==> src/design/lpse_pkg.sv <==
`timescale 1ns / 1ps
// ---------------------------------------------------------------------------
// lpse_pkg
// Shared types and constants of the LED pixel SPI symbol encoder.
// ---------------------------------------------------------------------------
package lpse_pkg;

   localparam int LPSE_MAX_PIXELS = 64;

   localparam int PIXEL_INDEX_W  = 6;
   localparam int COLOR_W        = 24;
   localparam int BYTE_W         = 8;
   localparam int BITS_PER_PIXEL = 24;
   localparam int BIT_CNT_W      = $clog2(BITS_PER_PIXEL);

   localparam logic [BYTE_W-1:0] SYM_ONE  = 8'hF8;
   localparam logic [BYTE_W-1:0] SYM_ZERO = 8'hC0;

   // Operation codes of an input item
   localparam logic OP_WRITE = 1'b0;
   localparam logic OP_SEND  = 1'b1;

   // Register indexes on the configuration port
   localparam logic [1:0] REG_BRIGHTNESS  = 2'd0;
   localparam logic [1:0] REG_COLOR_ORDER = 2'd1;
   localparam logic [1:0] REG_PIXEL_COUNT = 2'd2;

   localparam logic [7:0] BRIGHTNESS_RESET  = 8'd255;
   localparam logic [5:0] COLOR_ORDER_RESET = 6'd18;
   localparam logic [6:0] PIXEL_COUNT_RESET = 7'd64;

   // Command queue between front and back
   localparam int Q_DEPTH = 4;
   localparam int Q_PTR_W = $clog2(Q_DEPTH);
   localparam int Q_CNT_W = $clog2(Q_DEPTH + 1);

   typedef struct packed {
      logic                     op;
      logic [PIXEL_INDEX_W-1:0] pixel_index;
      logic [COLOR_W-1:0]       color_in;
   } req_type;

   typedef struct packed {
      logic [BYTE_W-1:0] spi_byte;
      logic              last_of_pixel;
      logic              frame_end;
   } rsp_type;

   // Classified command: a packed store word for writes, an index for both
   typedef struct packed {
      logic                     op;
      logic [PIXEL_INDEX_W-1:0] idx;
      logic [COLOR_W-1:0]       word;
   } cmd_type;

   typedef struct packed {
      logic    valid;
      cmd_type cmd;
   } q_push_type;

   typedef struct packed {
      logic               full;
      logic               not_empty;
      logic [Q_CNT_W-1:0] count;
   } q_status_type;

endpackage

==> src/design/lpse_ram.sv <==
`timescale 1ns / 1ps
// ---------------------------------------------------------------------------
// lpse_ram
// Generic simple dual-port RAM, one write and one registered read port.
// ---------------------------------------------------------------------------
module lpse_ram #(
   parameter int WIDTH = 24,
   parameter int DEPTH = 64
) (
   input  logic                                  clock,
   input  logic                                  wr_en,
   input  logic [((DEPTH > 1) ? $clog2(DEPTH) : 1)-1:0] wr_addr,
   input  logic [WIDTH-1:0]                      wr_data,
   input  logic [((DEPTH > 1) ? $clog2(DEPTH) : 1)-1:0] rd_addr,
   output logic [WIDTH-1:0]                      rd_data
);

   logic [WIDTH-1:0] mem [DEPTH];
   logic [WIDTH-1:0] rd_data_ff;

   always_ff @(posedge clock) begin
      if (wr_en) begin
         mem[wr_addr] <= wr_data;
      end
      rd_data_ff <= mem[rd_addr];
   end

   assign rd_data = rd_data_ff;

endmodule

==> src/design/lpse_front.sv <==
`timescale 1ns / 1ps
// ---------------------------------------------------------------------------
// lpse_front
// Accept items, scale and reorder write colours, push commands to the queue.
// ---------------------------------------------------------------------------
module lpse_front
   import lpse_pkg::*;
(
   input  logic         clock,
   input  logic         reset,
   input  logic         req_valid,
   output logic         req_ready,
   input  req_type      req_data,
   input  logic [7:0]   brightness,
   input  logic [5:0]   color_order,
   output q_push_type   q_push,
   input  q_status_type q_status
);

   // x / 255 for x up to 255 * 255
   function automatic logic [7:0] div255(input logic [15:0] x);
      logic [16:0] t;
      t = 17'(x) + 17'(x[15:8]) + 17'd1;
      return t[15:8];
   endfunction

   function automatic logic [23:0] place(input logic [7:0] b, input logic [1:0] slot);
      logic [23:0] w;
      case (slot)
         2'd0:    w = {b, 16'd0};
         2'd1:    w = {8'd0, b, 8'd0};
         default: w = {16'd0, b};
      endcase
      return w;
   endfunction

   logic                     accept;
   logic                     s1_valid_ff, s1_valid_in;
   logic                     s1_op_ff;
   logic [PIXEL_INDEX_W-1:0] s1_idx_ff;
   logic [15:0]              s1_prod_ff [3];
   logic [1:0]               s1_slot_ff [3];
   logic [1:0]               rs, gs, bs;
   logic                     bad_order;
   logic [23:0]              word;

   assign req_ready = !s1_valid_ff || !q_status.full;
   assign accept    = req_valid && req_ready;

   always_comb begin
      rs = color_order[5:4];
      gs = color_order[3:2];
      bs = color_order[1:0];
      bad_order = (rs == 2'd3) || (gs == 2'd3) || (bs == 2'd3) ||
                  (rs == gs) || (rs == bs) || (gs == bs);
      // fall back to GRB
      if (bad_order) begin
         rs = 2'd1;
         gs = 2'd0;
         bs = 2'd2;
      end
   end

   assign s1_valid_in = accept || (s1_valid_ff && q_status.full);

   always_ff @(posedge clock) begin
      if (reset) begin
         s1_valid_ff <= 1'b0;
      end else begin
         s1_valid_ff <= s1_valid_in;
      end
   end

   always_ff @(posedge clock) begin
      if (accept) begin
         s1_op_ff      <= req_data.op;
         s1_idx_ff     <= req_data.pixel_index;
         s1_prod_ff[0] <= 16'(req_data.color_in[23:16]) * 16'(brightness);
         s1_prod_ff[1] <= 16'(req_data.color_in[15:8]) * 16'(brightness);
         s1_prod_ff[2] <= 16'(req_data.color_in[7:0]) * 16'(brightness);
         s1_slot_ff[0] <= rs;
         s1_slot_ff[1] <= gs;
         s1_slot_ff[2] <= bs;
      end
   end

   assign word = place(div255(s1_prod_ff[0]), s1_slot_ff[0])
               | place(div255(s1_prod_ff[1]), s1_slot_ff[1])
               | place(div255(s1_prod_ff[2]), s1_slot_ff[2]);

   always_comb begin
      q_push.valid    = s1_valid_ff;
      q_push.cmd.op   = s1_op_ff;
      q_push.cmd.idx  = s1_idx_ff;
      q_push.cmd.word = word;
   end

endmodule

==> src/design/lpse_queue.sv <==
`timescale 1ns / 1ps
// ---------------------------------------------------------------------------
// lpse_queue
// Small register FIFO of classified commands between front and back.
// ---------------------------------------------------------------------------
module lpse_queue
   import lpse_pkg::*;
(
   input  logic         clock,
   input  logic         reset,
   input  q_push_type   q_push,
   input  logic         pop,
   output cmd_type      head,
   output q_status_type q_status
);

   cmd_type            slots_ff [Q_DEPTH];
   logic [Q_PTR_W-1:0] wr_ptr_ff, rd_ptr_ff;
   logic [Q_CNT_W-1:0] count_ff, count_in;
   logic               do_push, do_pop;

   assign do_push = q_push.valid && (count_ff != Q_CNT_W'(Q_DEPTH));
   assign do_pop  = pop && (count_ff != '0);

   always_comb begin
      count_in = count_ff;
      if (do_push && !do_pop) begin
         count_in = count_ff + 1'b1;
      end else if (do_pop && !do_push) begin
         count_in = count_ff - 1'b1;
      end
   end

   always_ff @(posedge clock) begin
      if (reset) begin
         wr_ptr_ff <= '0;
         rd_ptr_ff <= '0;
         count_ff  <= '0;
      end else begin
         count_ff <= count_in;
         if (do_push) begin
            wr_ptr_ff <= wr_ptr_ff + 1'b1;
         end
         if (do_pop) begin
            rd_ptr_ff <= rd_ptr_ff + 1'b1;
         end
      end
   end

   always_ff @(posedge clock) begin
      if (do_push) begin
         slots_ff[wr_ptr_ff] <= q_push.cmd;
      end
   end

   assign head = slots_ff[rd_ptr_ff];

   always_comb begin
      q_status.full      = (count_ff == Q_CNT_W'(Q_DEPTH));
      q_status.not_empty = (count_ff != '0);
      q_status.count     = count_ff;
   end

endmodule

==> src/design/lpse_back.sv <==
`timescale 1ns / 1ps
// ---------------------------------------------------------------------------
// lpse_back
// Execute commands: store pixel words, serialise sends as SPI symbol bytes.
// ---------------------------------------------------------------------------
module lpse_back
   import lpse_pkg::*;
#(
   parameter int MAX_PIXELS = LPSE_MAX_PIXELS
) (
   input  logic         clock,
   input  logic         reset,
   input  cmd_type      head,
   input  q_status_type q_status,
   output logic         pop,
   input  logic [6:0]   pixel_count,
   output logic         rsp_valid,
   input  logic         rsp_ready,
   output rsp_type      rsp_data
);

   // Only 2**PIXEL_INDEX_W pixels are addressable
   localparam int DEPTH = (MAX_PIXELS < (1 << PIXEL_INDEX_W)) ? MAX_PIXELS
                                                              : (1 << PIXEL_INDEX_W);
   localparam int AW = (DEPTH > 1) ? $clog2(DEPTH) : 1;

   typedef enum logic [2:0] {
      ST_IDLE  = 3'b001,
      ST_READ  = 3'b010,
      ST_SHIFT = 3'b100
   } state_type;

   state_type             state_ff, state_in;
   logic [DEPTH-1:0]      stored_ff, stored_in;
   logic                  hit_ff, hit_in;
   logic                  last_pix_ff, last_pix_in;
   logic [COLOR_W-1:0]    shift_ff, shift_in;
   logic [BIT_CNT_W-1:0]  cnt_ff, cnt_in;
   logic                  rsp_valid_ff, rsp_valid_in;
   rsp_type               rsp_data_ff, rsp_data_in;
   logic                  in_range, wr_en, load, last_bit;
   logic [AW-1:0]         addr;
   logic [COLOR_W-1:0]    rd_data;

   assign addr     = head.idx[AW-1:0];
   assign in_range = ({1'b0, head.idx} < 7'(DEPTH));
   assign pop      = (state_ff == ST_IDLE) && q_status.not_empty;
   assign wr_en    = pop && (head.op == OP_WRITE) && in_range;
   assign load     = !rsp_valid_ff || rsp_ready;
   assign last_bit = (cnt_ff == BIT_CNT_W'(BITS_PER_PIXEL - 1));

   lpse_ram #(
      .WIDTH (COLOR_W),
      .DEPTH (DEPTH)
   ) u_store (
      .clock   (clock),
      .wr_en   (wr_en),
      .wr_addr (addr),
      .wr_data (head.word),
      .rd_addr (addr),
      .rd_data (rd_data)
   );

   always_comb begin
      state_in     = state_ff;
      stored_in    = stored_ff;
      hit_in       = hit_ff;
      last_pix_in  = last_pix_ff;
      shift_in     = shift_ff;
      cnt_in       = cnt_ff;
      rsp_valid_in = rsp_valid_ff && !rsp_ready;
      rsp_data_in  = rsp_data_ff;
      case (state_ff)
         ST_IDLE: begin
            if (pop) begin
               if (head.op == OP_WRITE) begin
                  if (in_range) begin
                     stored_in[addr] = 1'b1;
                  end
               end else begin
                  hit_in      = in_range && stored_ff[addr];
                  last_pix_in = (({1'b0, head.idx} + 7'd1) == pixel_count);
                  state_in    = ST_READ;
               end
            end
         end
         ST_READ: begin
            shift_in = hit_ff ? rd_data : '0;
            cnt_in   = '0;
            state_in = ST_SHIFT;
         end
         ST_SHIFT: begin
            if (load) begin
               rsp_valid_in              = 1'b1;
               rsp_data_in.spi_byte      = shift_ff[COLOR_W-1] ? SYM_ONE : SYM_ZERO;
               rsp_data_in.last_of_pixel = last_bit;
               rsp_data_in.frame_end     = last_bit && last_pix_ff;
               shift_in                  = {shift_ff[COLOR_W-2:0], 1'b0};
               cnt_in                    = cnt_ff + 1'b1;
               if (last_bit) begin
                  state_in = ST_IDLE;
               end
            end
         end
         default: begin
            state_in = ST_IDLE;
         end
      endcase
   end

   always_ff @(posedge clock) begin
      if (reset) begin
         state_ff     <= ST_IDLE;
         stored_ff    <= '0;
         rsp_valid_ff <= 1'b0;
         cnt_ff       <= '0;
      end else begin
         state_ff     <= state_in;
         stored_ff    <= stored_in;
         rsp_valid_ff <= rsp_valid_in;
         cnt_ff       <= cnt_in;
      end
   end

   always_ff @(posedge clock) begin
      hit_ff      <= hit_in;
      last_pix_ff <= last_pix_in;
      shift_ff    <= shift_in;
      rsp_data_ff <= rsp_data_in;
   end

   assign rsp_valid = rsp_valid_ff;
   assign rsp_data  = rsp_data_ff;

endmodule

==> src/design/led_pixel_spi_symbol_encoder.sv <==
`timescale 1ns / 1ps
// ---------------------------------------------------------------------------
// led_pixel_spi_symbol_encoder
// Scale, reorder and store RGB pixels; send stored pixels as SPI symbols.
// ---------------------------------------------------------------------------
// Path: a send passes the front register, the queue, the store read and the
// shift register before its first byte; a write passes the front register
// and the queue. Writes stream at one per cycle while the queue has room. A
// send holds the back end for queue pop, store read and 24 bytes, and longer while the sink stalls.
// Reset: synchronous, active high; registers return to brightness 255,
// order GRB, 64 pixels, and per-pixel valid bits make the store read as zero.
// ---------------------------------------------------------------------------
module led_pixel_spi_symbol_encoder
   import lpse_pkg::*;
#(
   parameter int MAX_PIXELS = LPSE_MAX_PIXELS
) (
   input  logic        clock,
   input  logic        reset,
   // input item channel
   input  logic        req_valid,
   output logic        req_ready,
   input  req_type     req_data,
   // result channel
   output logic        rsp_valid,
   input  logic        rsp_ready,
   output rsp_type     rsp_data,
   // configuration port
   input  logic        csr_psel,
   input  logic        csr_penable,
   input  logic        csr_pwrite,
   input  logic [3:0]  csr_paddr,
   input  logic [31:0] csr_pwdata,
   output logic [31:0] csr_prdata,
   output logic        csr_pready
);

   logic [7:0]   brightness_ff;
   logic [5:0]   color_order_ff;
   logic [6:0]   pixel_count_ff;
   logic         csr_wr;
   logic [1:0]   csr_index;
   q_push_type   q_push;
   q_status_type q_status;
   cmd_type      q_head;
   logic         q_pop;

   // -----------------------------------------------------------------------
   // Configuration registers: write on the access phase, ignore unknown
   // indexes, keep only the register's own bits.
   // -----------------------------------------------------------------------
   assign csr_pready = 1'b1;
   assign csr_index  = csr_paddr[3:2];
   assign csr_wr     = csr_psel && csr_penable && csr_pwrite && csr_pready;

   always_ff @(posedge clock) begin
      if (reset) begin
         brightness_ff  <= BRIGHTNESS_RESET;
         color_order_ff <= COLOR_ORDER_RESET;
         pixel_count_ff <= PIXEL_COUNT_RESET;
      end else if (csr_wr) begin
         case (csr_index)
            REG_BRIGHTNESS:  brightness_ff  <= csr_pwdata[7:0];
            REG_COLOR_ORDER: color_order_ff <= csr_pwdata[5:0];
            REG_PIXEL_COUNT: pixel_count_ff <= csr_pwdata[6:0];
            default: ;
         endcase
      end
   end

   always_comb begin
      case (csr_index)
         REG_BRIGHTNESS:  csr_prdata = {24'd0, brightness_ff};
         REG_COLOR_ORDER: csr_prdata = {26'd0, color_order_ff};
         REG_PIXEL_COUNT: csr_prdata = {25'd0, pixel_count_ff};
         default:         csr_prdata = '0;
      endcase
   end

   // -----------------------------------------------------------------------
   // Front: take each transfer, scale the channels (one multiplier per
   // channel, registered, then a reciprocal for /255) and pack the slots.
   // -----------------------------------------------------------------------
   lpse_front u_front (
      .clock       (clock),
      .reset       (reset),
      .req_valid   (req_valid),
      .req_ready   (req_ready),
      .req_data    (req_data),
      .brightness  (brightness_ff),
      .color_order (color_order_ff),
      .q_push      (q_push),
      .q_status    (q_status)
   );

   // -----------------------------------------------------------------------
   // Queue: decouple the front from a back end busy serialising a send.
   // -----------------------------------------------------------------------
   lpse_queue u_queue (
      .clock    (clock),
      .reset    (reset),
      .q_push   (q_push),
      .pop      (q_pop),
      .head     (q_head),
      .q_status (q_status)
   );

   // -----------------------------------------------------------------------
   // Back: write the store, or read it and shift out 24 symbol bytes, MSB
   // first, through an output register that holds while the sink stalls.
   // -----------------------------------------------------------------------
   lpse_back #(
      .MAX_PIXELS (MAX_PIXELS)
   ) u_back (
      .clock       (clock),
      .reset       (reset),
      .head        (q_head),
      .q_status    (q_status),
      .pop         (q_pop),
      .pixel_count (pixel_count_ff),
      .rsp_valid   (rsp_valid),
      .rsp_ready   (rsp_ready),
      .rsp_data    (rsp_data)
   );

   // -----------------------------------------------------------------------
   // Assertions
   // -----------------------------------------------------------------------
   a_reset_no_rsp: assert property (@(posedge clock) reset |=> !rsp_valid)
      else $error("result offered straight after reset");

   a_symbol_code: assert property (@(posedge clock) disable iff (reset)
      rsp_valid |-> (rsp_data.spi_byte == SYM_ONE) || (rsp_data.spi_byte == SYM_ZERO))
      else $error("result byte is not a symbol code");

   a_frame_end_last: assert property (@(posedge clock) disable iff (reset)
      rsp_valid && rsp_data.frame_end |-> rsp_data.last_of_pixel)
      else $error("frame end flagged away from the last byte of a pixel");

   a_queue_bound: assert property (@(posedge clock) disable iff (reset)
      (q_status.count <= Q_CNT_W'(Q_DEPTH)) && (q_status.full || !q_push.valid || req_ready))
      else $error("queue overfilled or front stalled with room left");

endmodule

==> config.mk <==
export PLATFORM = sky130hd
export DESIGN_NAME = led_pixel_spi_symbol_encoder
export DESIGN_NICKNAME = d
export VERILOG_FILES = /design/src/design/lpse_pkg.sv /design/src/design/lpse_ram.sv /design/src/design/lpse_front.sv /design/src/design/lpse_queue.sv /design/src/design/lpse_back.sv /design/src/design/led_pixel_spi_symbol_encoder.sv
export SDC_FILE = /design/constraint.sdc
export NUM_CORES = 2
export LEC_CHECK = 0
export ABC_AREA = 0
export BUFFER_PORTS_ARGS = -buffer_cell sky130_fd_sc_hd__buf_2
export CORE_MARGIN = 2
export CORE_UTILIZATION = 58
export CTS_BUF_LIST = sky130_fd_sc_hd__clkbuf_8
export CTS_CLUSTER_DIAMETER = 200
export DETAILED_ROUTE_END_ITERATION = 8
export PLACE_DENSITY_LB_ADDON = 0.05
export SLEW_MARGIN = 40
export SYNTH_ARGS = -nofsm -noshare
export SYNTH_HDL_FRONTEND = slang
export SYNTH_HIERARCHICAL = 1
export SYNTH_SLANG_ARGS = --single-unit
==> constraint.sdc <==
create_clock -name clock -period 6.2 [get_ports clock]
set_clock_uncertainty 0.2 [all_clocks]
set_input_delay 1.24 -clock clock [delete_from_list [all_inputs] [get_ports clock]]
set_output_delay 1.24 -clock clock [all_outputs]
set_load 0.005 [all_outputs]
==> report_table.html <==
<table>
<tr><th>Metric</th><th>Value</th></tr>
<tr><th colspan="2">Drt</th></tr>
<tr><td>Detailed router's first-iteration violation count</td><td>4475</td></tr>
<tr><td>Pre-Repair DR Iteration Count</td><td>5</td></tr>
<tr><td>Number of antenna-violating nets in the routed design</td><td>0</td></tr>
<tr><td>Vias after detailed routing</td><td>41878</td></tr>
<tr><td>Remaining DRCs</td><td>0</td></tr>
<tr><td>WL/cell</td><td>~27 um</td></tr>
<tr><td>Total detailed-routing wirelength</td><td>~180 mm</td></tr>
<tr><td>Number of vias per cell after detailed routing</td><td>about 6.2</td></tr>
<tr><th colspan="2">Placed design</th></tr>
<tr><td>Number of I/O port buffers</td><td>62</td></tr>
<tr><td>Post-DP HPWL</td><td>111 mm</td></tr>
<tr><td>Instance area after placement</td><td>around 0.083 mm^2</td></tr>
<tr><td>Last weighted congestion value of the routability-driven placer</td><td>about 0.86</td></tr>
<tr><td>Setup slack after placement</td><td>between 500 and 600 ps</td></tr>
<tr><td>Cells after DPL</td><td>between 6000 and 7000</td></tr>
<tr><th colspan="2">Finish</th></tr>
<tr><td>Layout area overhead</td><td>10.5%</td></tr>
<tr><td>Final standard cell utilization of the core</td><td>about 64%</td></tr>
<tr><td>Number of nets in the layout</td><td>just over 5000</td></tr>
<tr><td>Finished layout cell area</td><td>roughly 0.09 mm^2</td></tr>
<tr><td>Number of cells in the finished layout apart from fillers</td><td>6778</td></tr>
<tr><td>Fraction of layout cells with a size suffix above 1</td><td>a little under a quarter</td></tr>
<tr><td>Fill cells</td><td>a little under 10000</td></tr>
<tr><th colspan="2">Run status</th></tr>
<tr><td>Status</td><td>finished, final reports clean</td></tr>
<tr><th colspan="2">Setup path</th></tr>
<tr><td>Worst Setup EP</td><td>u_front/s1_prod_ff[0][30]</td></tr>
<tr><td>Cell repeated most along the worst path</td><td>fa_1</td></tr>
<tr><td>Cell with the largest stage delay on the worst path</td><td>dfxtp_1</td></tr>
<tr><td>Critical setup path kind</td><td>reg -&gt; reg</td></tr>
<tr><td>Reg-to-reg endpoint</td><td>u_front/s1_prod_ff[0][30]</td></tr>
<tr><td>Maximum cell stage delay along the critical path</td><td>830 ps</td></tr>
<tr><td>Register-to-Register Setup Slack</td><td>about 1000 ps</td></tr>
<tr><td>Crit-path cells</td><td>buf_4, and2_1, fa_1, fa_1, fa_1, inv_1, fa_1, inv_1, ha_1, o21ai_0, a21oi_1, and3_1, a221o_1, xor2_1</td></tr>
<tr><td>Critical path required time</td><td>about 6700 ps</td></tr>
<tr><td>Max FO, Critical Path</td><td>16</td></tr>
<tr><td>Worst r2r path cells</td><td>14</td></tr>
<tr><td>Arrival time of the worst setup path</td><td>between 5000 and 6000 ps</td></tr>
<tr><td>Worst reg2reg startpoint</td><td>brightness_ff[3]</td></tr>
<tr><td>Type of element capturing the critical path</td><td>flop</td></tr>
<tr><td>Critical path launch point type</td><td>flop</td></tr>
<tr><td>Worst setup path startpoint</td><td>brightness_ff[3]</td></tr>
<tr><th colspan="2">Floorplanning</th></tr>
<tr><td>Total die area</td><td>approximately 0.14 mm^2</td></tr>
<tr><td>Top-level port count</td><td>~120</td></tr>
<tr><td>Starting Density</td><td>58.2%</td></tr>
<tr><td>Overall die width</td><td>375 um</td></tr>
<tr><td>Core outline area</td><td>between 0.1 and 0.15 mm^2</td></tr>
<tr><td>Y dimension of the die</td><td>between 300 and 400 um</td></tr>
<tr><td>Std cell rows</td><td>approximately 140</td></tr>
<tr><th colspan="2">Logic synthesis</th></tr>
<tr><td>Area share of fa/ha/maj cells after synthesis</td><td>just under 5%</td></tr>
<tr><td>Fraction of the mapped netlist area in simple logic gates</td><td>about 5%</td></tr>
<tr><td>Synthesized-area fraction occupied by ao, oa, aoi and oai cells</td><td>3.94%</td></tr>
<tr><td>Total of warnings raised by yosys</td><td>6</td></tr>
<tr><td>Mux cell area share after synthesis</td><td>approximately 14%</td></tr>
<tr><td>Combinational family with the most area after synthesis</td><td>multiplexers</td></tr>
<tr><td>Synth Area per Inst</td><td>~18 um^2</td></tr>
<tr><td>Primary flip-flop cell chosen by synthesis mapping</td><td>edfxtp_1</td></tr>
<tr><td>Most area-hungry cell type in the Yosys netlist</td><td>edfxtp_1</td></tr>
<tr><td>Synth Instances</td><td>about 4400</td></tr>
<tr><td>Flip-flop and latch count after synthesis</td><td>1878</td></tr>
<tr><td>Area share of the largest cell type after synthesis</td><td>roughly two thirds</td></tr>
<tr><td>Number of enable flip-flop cells after synthesis</td><td>around 1800</td></tr>
<tr><td>Cell with the most instances after synthesis</td><td>edfxtp_1</td></tr>
<tr><td>Post-synthesis async set-or-reset flop share</td><td>0%</td></tr>
<tr><td>Netlist cell types</td><td>92</td></tr>
<tr><td>Cell types with the highest counts after synthesis</td><td>1750 x edfxtp_1, 395 x mux4_2, 226 x nor2_1</td></tr>
<tr><td>Cells taking the most area after synthesis</td><td>edfxtp_1 66%, mux4_2 11%, dfxtp_1 3.2%</td></tr>
<tr><td>Post-synthesis xor/xnor area fraction</td><td>0.648%</td></tr>
<tr><td>Post-synthesis sequential area ratio</td><td>slightly below 70%</td></tr>
<tr><td>Cell area after technology mapping</td><td>0.0797 mm^2</td></tr>
<tr><th colspan="2">Clock network</th></tr>
<tr><td>Cells resized by post-CTS repair</td><td>0</td></tr>
<tr><td>Cts-stage hold buffer count</td><td>0</td></tr>
<tr><td>Clock tree from TritonCTS</td><td>yes</td></tr>
<tr><td>CTS HTree Levels</td><td>5</td></tr>
<tr><td>Number of buffers created by CTS</td><td>between 300 and 400</td></tr>
<tr><td>Clock latency of the later-clocked register in the worst-skew pair</td><td>between 900 and 1000 ps</td></tr>
<tr><td>Buffers inserted by post-CTS timing repair</td><td>0</td></tr>
<tr><td>Clock Root Buffer</td><td>clkbuf_8</td></tr>
<tr><td>CTS clk-pin slew, worst paths</td><td>approximately 60 ps</td></tr>
<tr><td>Clk buf depth</td><td>4</td></tr>
<tr><td>Sink Count</td><td>around 1900</td></tr>
<tr><th colspan="2">Global route</th></tr>
<tr><td>Remaining global-route overflow</td><td>0</td></tr>
<tr><td>Number of global-route vias before repair</td><td>between 40000 and 50000</td></tr>
<tr><td>Number of antenna violations at the first check in global routing</td><td>6</td></tr>
<tr><td>First-pass GRT wire length</td><td>approximately 270 mm</td></tr>
<tr><td>Total GRT Usage</td><td>between 20% and 30%</td></tr>
<tr><td>Pin count of the biggest net entering global routing</td><td>117</td></tr>
<tr><th colspan="2">Power</th></tr>
<tr><td>Maximum ir drop on the vdd rail</td><td>240 uV</td></tr>
<tr><td>Power density of the placed cells</td><td>397 mW/mm^2</td></tr>
<tr><td>Total Power</td><td>~35 mW</td></tr>
<tr><td>Static leakage</td><td>between 30 and 40 nW</td></tr>
<tr><th colspan="2">Timing</th></tr>
<tr><td>Maximum clock frequency</td><td>0.193 GHz</td></tr>
<tr><td>Max-slew violations</td><td>0</td></tr>
<tr><td>Crit share post-route</td><td>a little over four fifths</td></tr>
<tr><td>Hold_ws</td><td>239 ps</td></tr>
<tr><td>Final-report hold violation count</td><td>0</td></tr>
<tr><td>Count of final setup violators</td><td>0</td></tr>
<tr><td>Post-layout minimum cycle time</td><td>around 5200 ps</td></tr>
<tr><td>Least-Margin Pin Slew</td><td>between 900 and 1000 ps</td></tr>
<tr><td>Worst path setup slack after routing</td><td>roughly 1000 ps</td></tr>
<tr><td>Slew Limit Headroom</td><td>a little under two fifths</td></tr>
<tr><td>RSZ-0062 raised after global routing</td><td>no</td></tr>
<tr><td>Setup_tns</td><td>0 ps</td></tr>
<tr><th colspan="2">Worst hold path</th></tr>
<tr><td>Cell count of the worst hold path</td><td>0</td></tr>
<tr><td>Path class of the lowest-slack min-delay path</td><td>reg -&gt; reg</td></tr>
<tr><th colspan="2">Run</th></tr>
<tr><td>Max-cap viol count</td><td>0</td></tr>
</table>
-- critical path, delay by kind of cell (launching register included) --
kind	cells	cell delay [ps]
adder cells (fa/ha/maj)	5	2310
flip-flops	1	830
AO/OA/AOI/OAI	3	750
AND/OR/NAND/NOR	2	380
buffers and inverters	3	370
XOR/XNOR	1	140
-- layout by cell type (no fill, tap or decap), drive strengths merged, types with 30 or more instances in the layout --
cell and n:
nand2 153, dfxtp 128, buf 224, clkbuf 334
nor2 227, a22oi 36, mux2i 132, clkinv 70
xnor2 39, a21oi 120, and2 175, conb 30
ha 136, nand3 38, o21ai 90, mux2 54
inv 294, mux4 402, a221oi 52, edfxtp 1750
fa 109, and3 32, o22ai 56
-- per-layer routing --
| layer | track usage (%) | part of all wire (%) | up-vias |
|---|---|---|---|
| met5 | 0 | 0.0070 | - |
| met4 | 8.43 | 2.5 | 2 |
| met3 | 4.22 | 8.0 | 294 |
| met2 | 41.5 | 47 | 1651 |
| met1 | 39.4 | 42 | 21837 |
| li1 | - | - | 18094 |
-- cell families (layout without fill, tap and decap cells) --
family,Yosys count,after routing
xor gates and xnor gates,59,59
buffers and inverters,419,930
and+or+nand+nor,771,771
other,4,40
adders and majority gates,246,246
DFF,1878,1878
AOI/OAI and AO/OA,472,472
muxes,588,588
-- registers in the layout, indices dropped and copies added (netlist names), 2 cells and up, named ones only --
signal,flops
u_back/u_store/rd_data,24
u_front/s1_slot_ff,6
u_queue/slots_ff,124
u_queue/count_ff,3
u_front/s1_prod_ff,48
u_back/cnt_ff,5
u_back/state_ff,3
u_back/shift_ff,24
u_front/s1_idx_ff,6
u_queue/rd_ptr_ff,2
u_back/rsp_data,3
u_back/u_store/mem,1536
u_back/stored_ff,64
color_order_ff,6
pixel_count_ff,7
u_queue/wr_ptr_ff,2
brightness_ff,8
-- worst min-delay path by stage --
| stage | slack, ps | startpoint | to |
|---|---|---|---|
| 2_1_floorplan | 200 | u_back/shift_ff[23] | u_back/rsp_data[6] |
| 3_3_place_gp | 230 | u_back/shift_ff[23] | u_back/rsp_data[6] |
| 3_5_place_dp | 220 | u_back/shift_ff[23] | u_back/rsp_data[6] |
| 4_1_cts | 160 | req_data[27] | u_front/s1_idx_ff[3] |
| 5_1_grt | 170 | req_data[27] | u_front/s1_idx_ff[3] |
| 6_report | 240 | u_back/shift_ff[23] | u_back/rsp_data[6] |
-- cell type report --
class,count,area [um^2],share of cell area (%)
antenna,10,25.0,0.0284
clock buffer,334,4600,5.22
clock inverter,195,846,0.960
inverter,177,664,0.754
multi-input combinational,2166,22900,26.0
sequential,1878,55100,62.6
tap,1794,2240,2.55
timing repair buffer,224,1720,1.95
-- power by group --
group	total (mW)	leakage, nW	switching [mW]	internal [mW]
logic	9.36	10.1	5.90	3.46
registers	15.9	16.8	0.249	15.7
clock network	9.70	3.20	4.65	5.04
total	35.0	30.1	10.8	24.2
(Power assumes the default switching activity.)
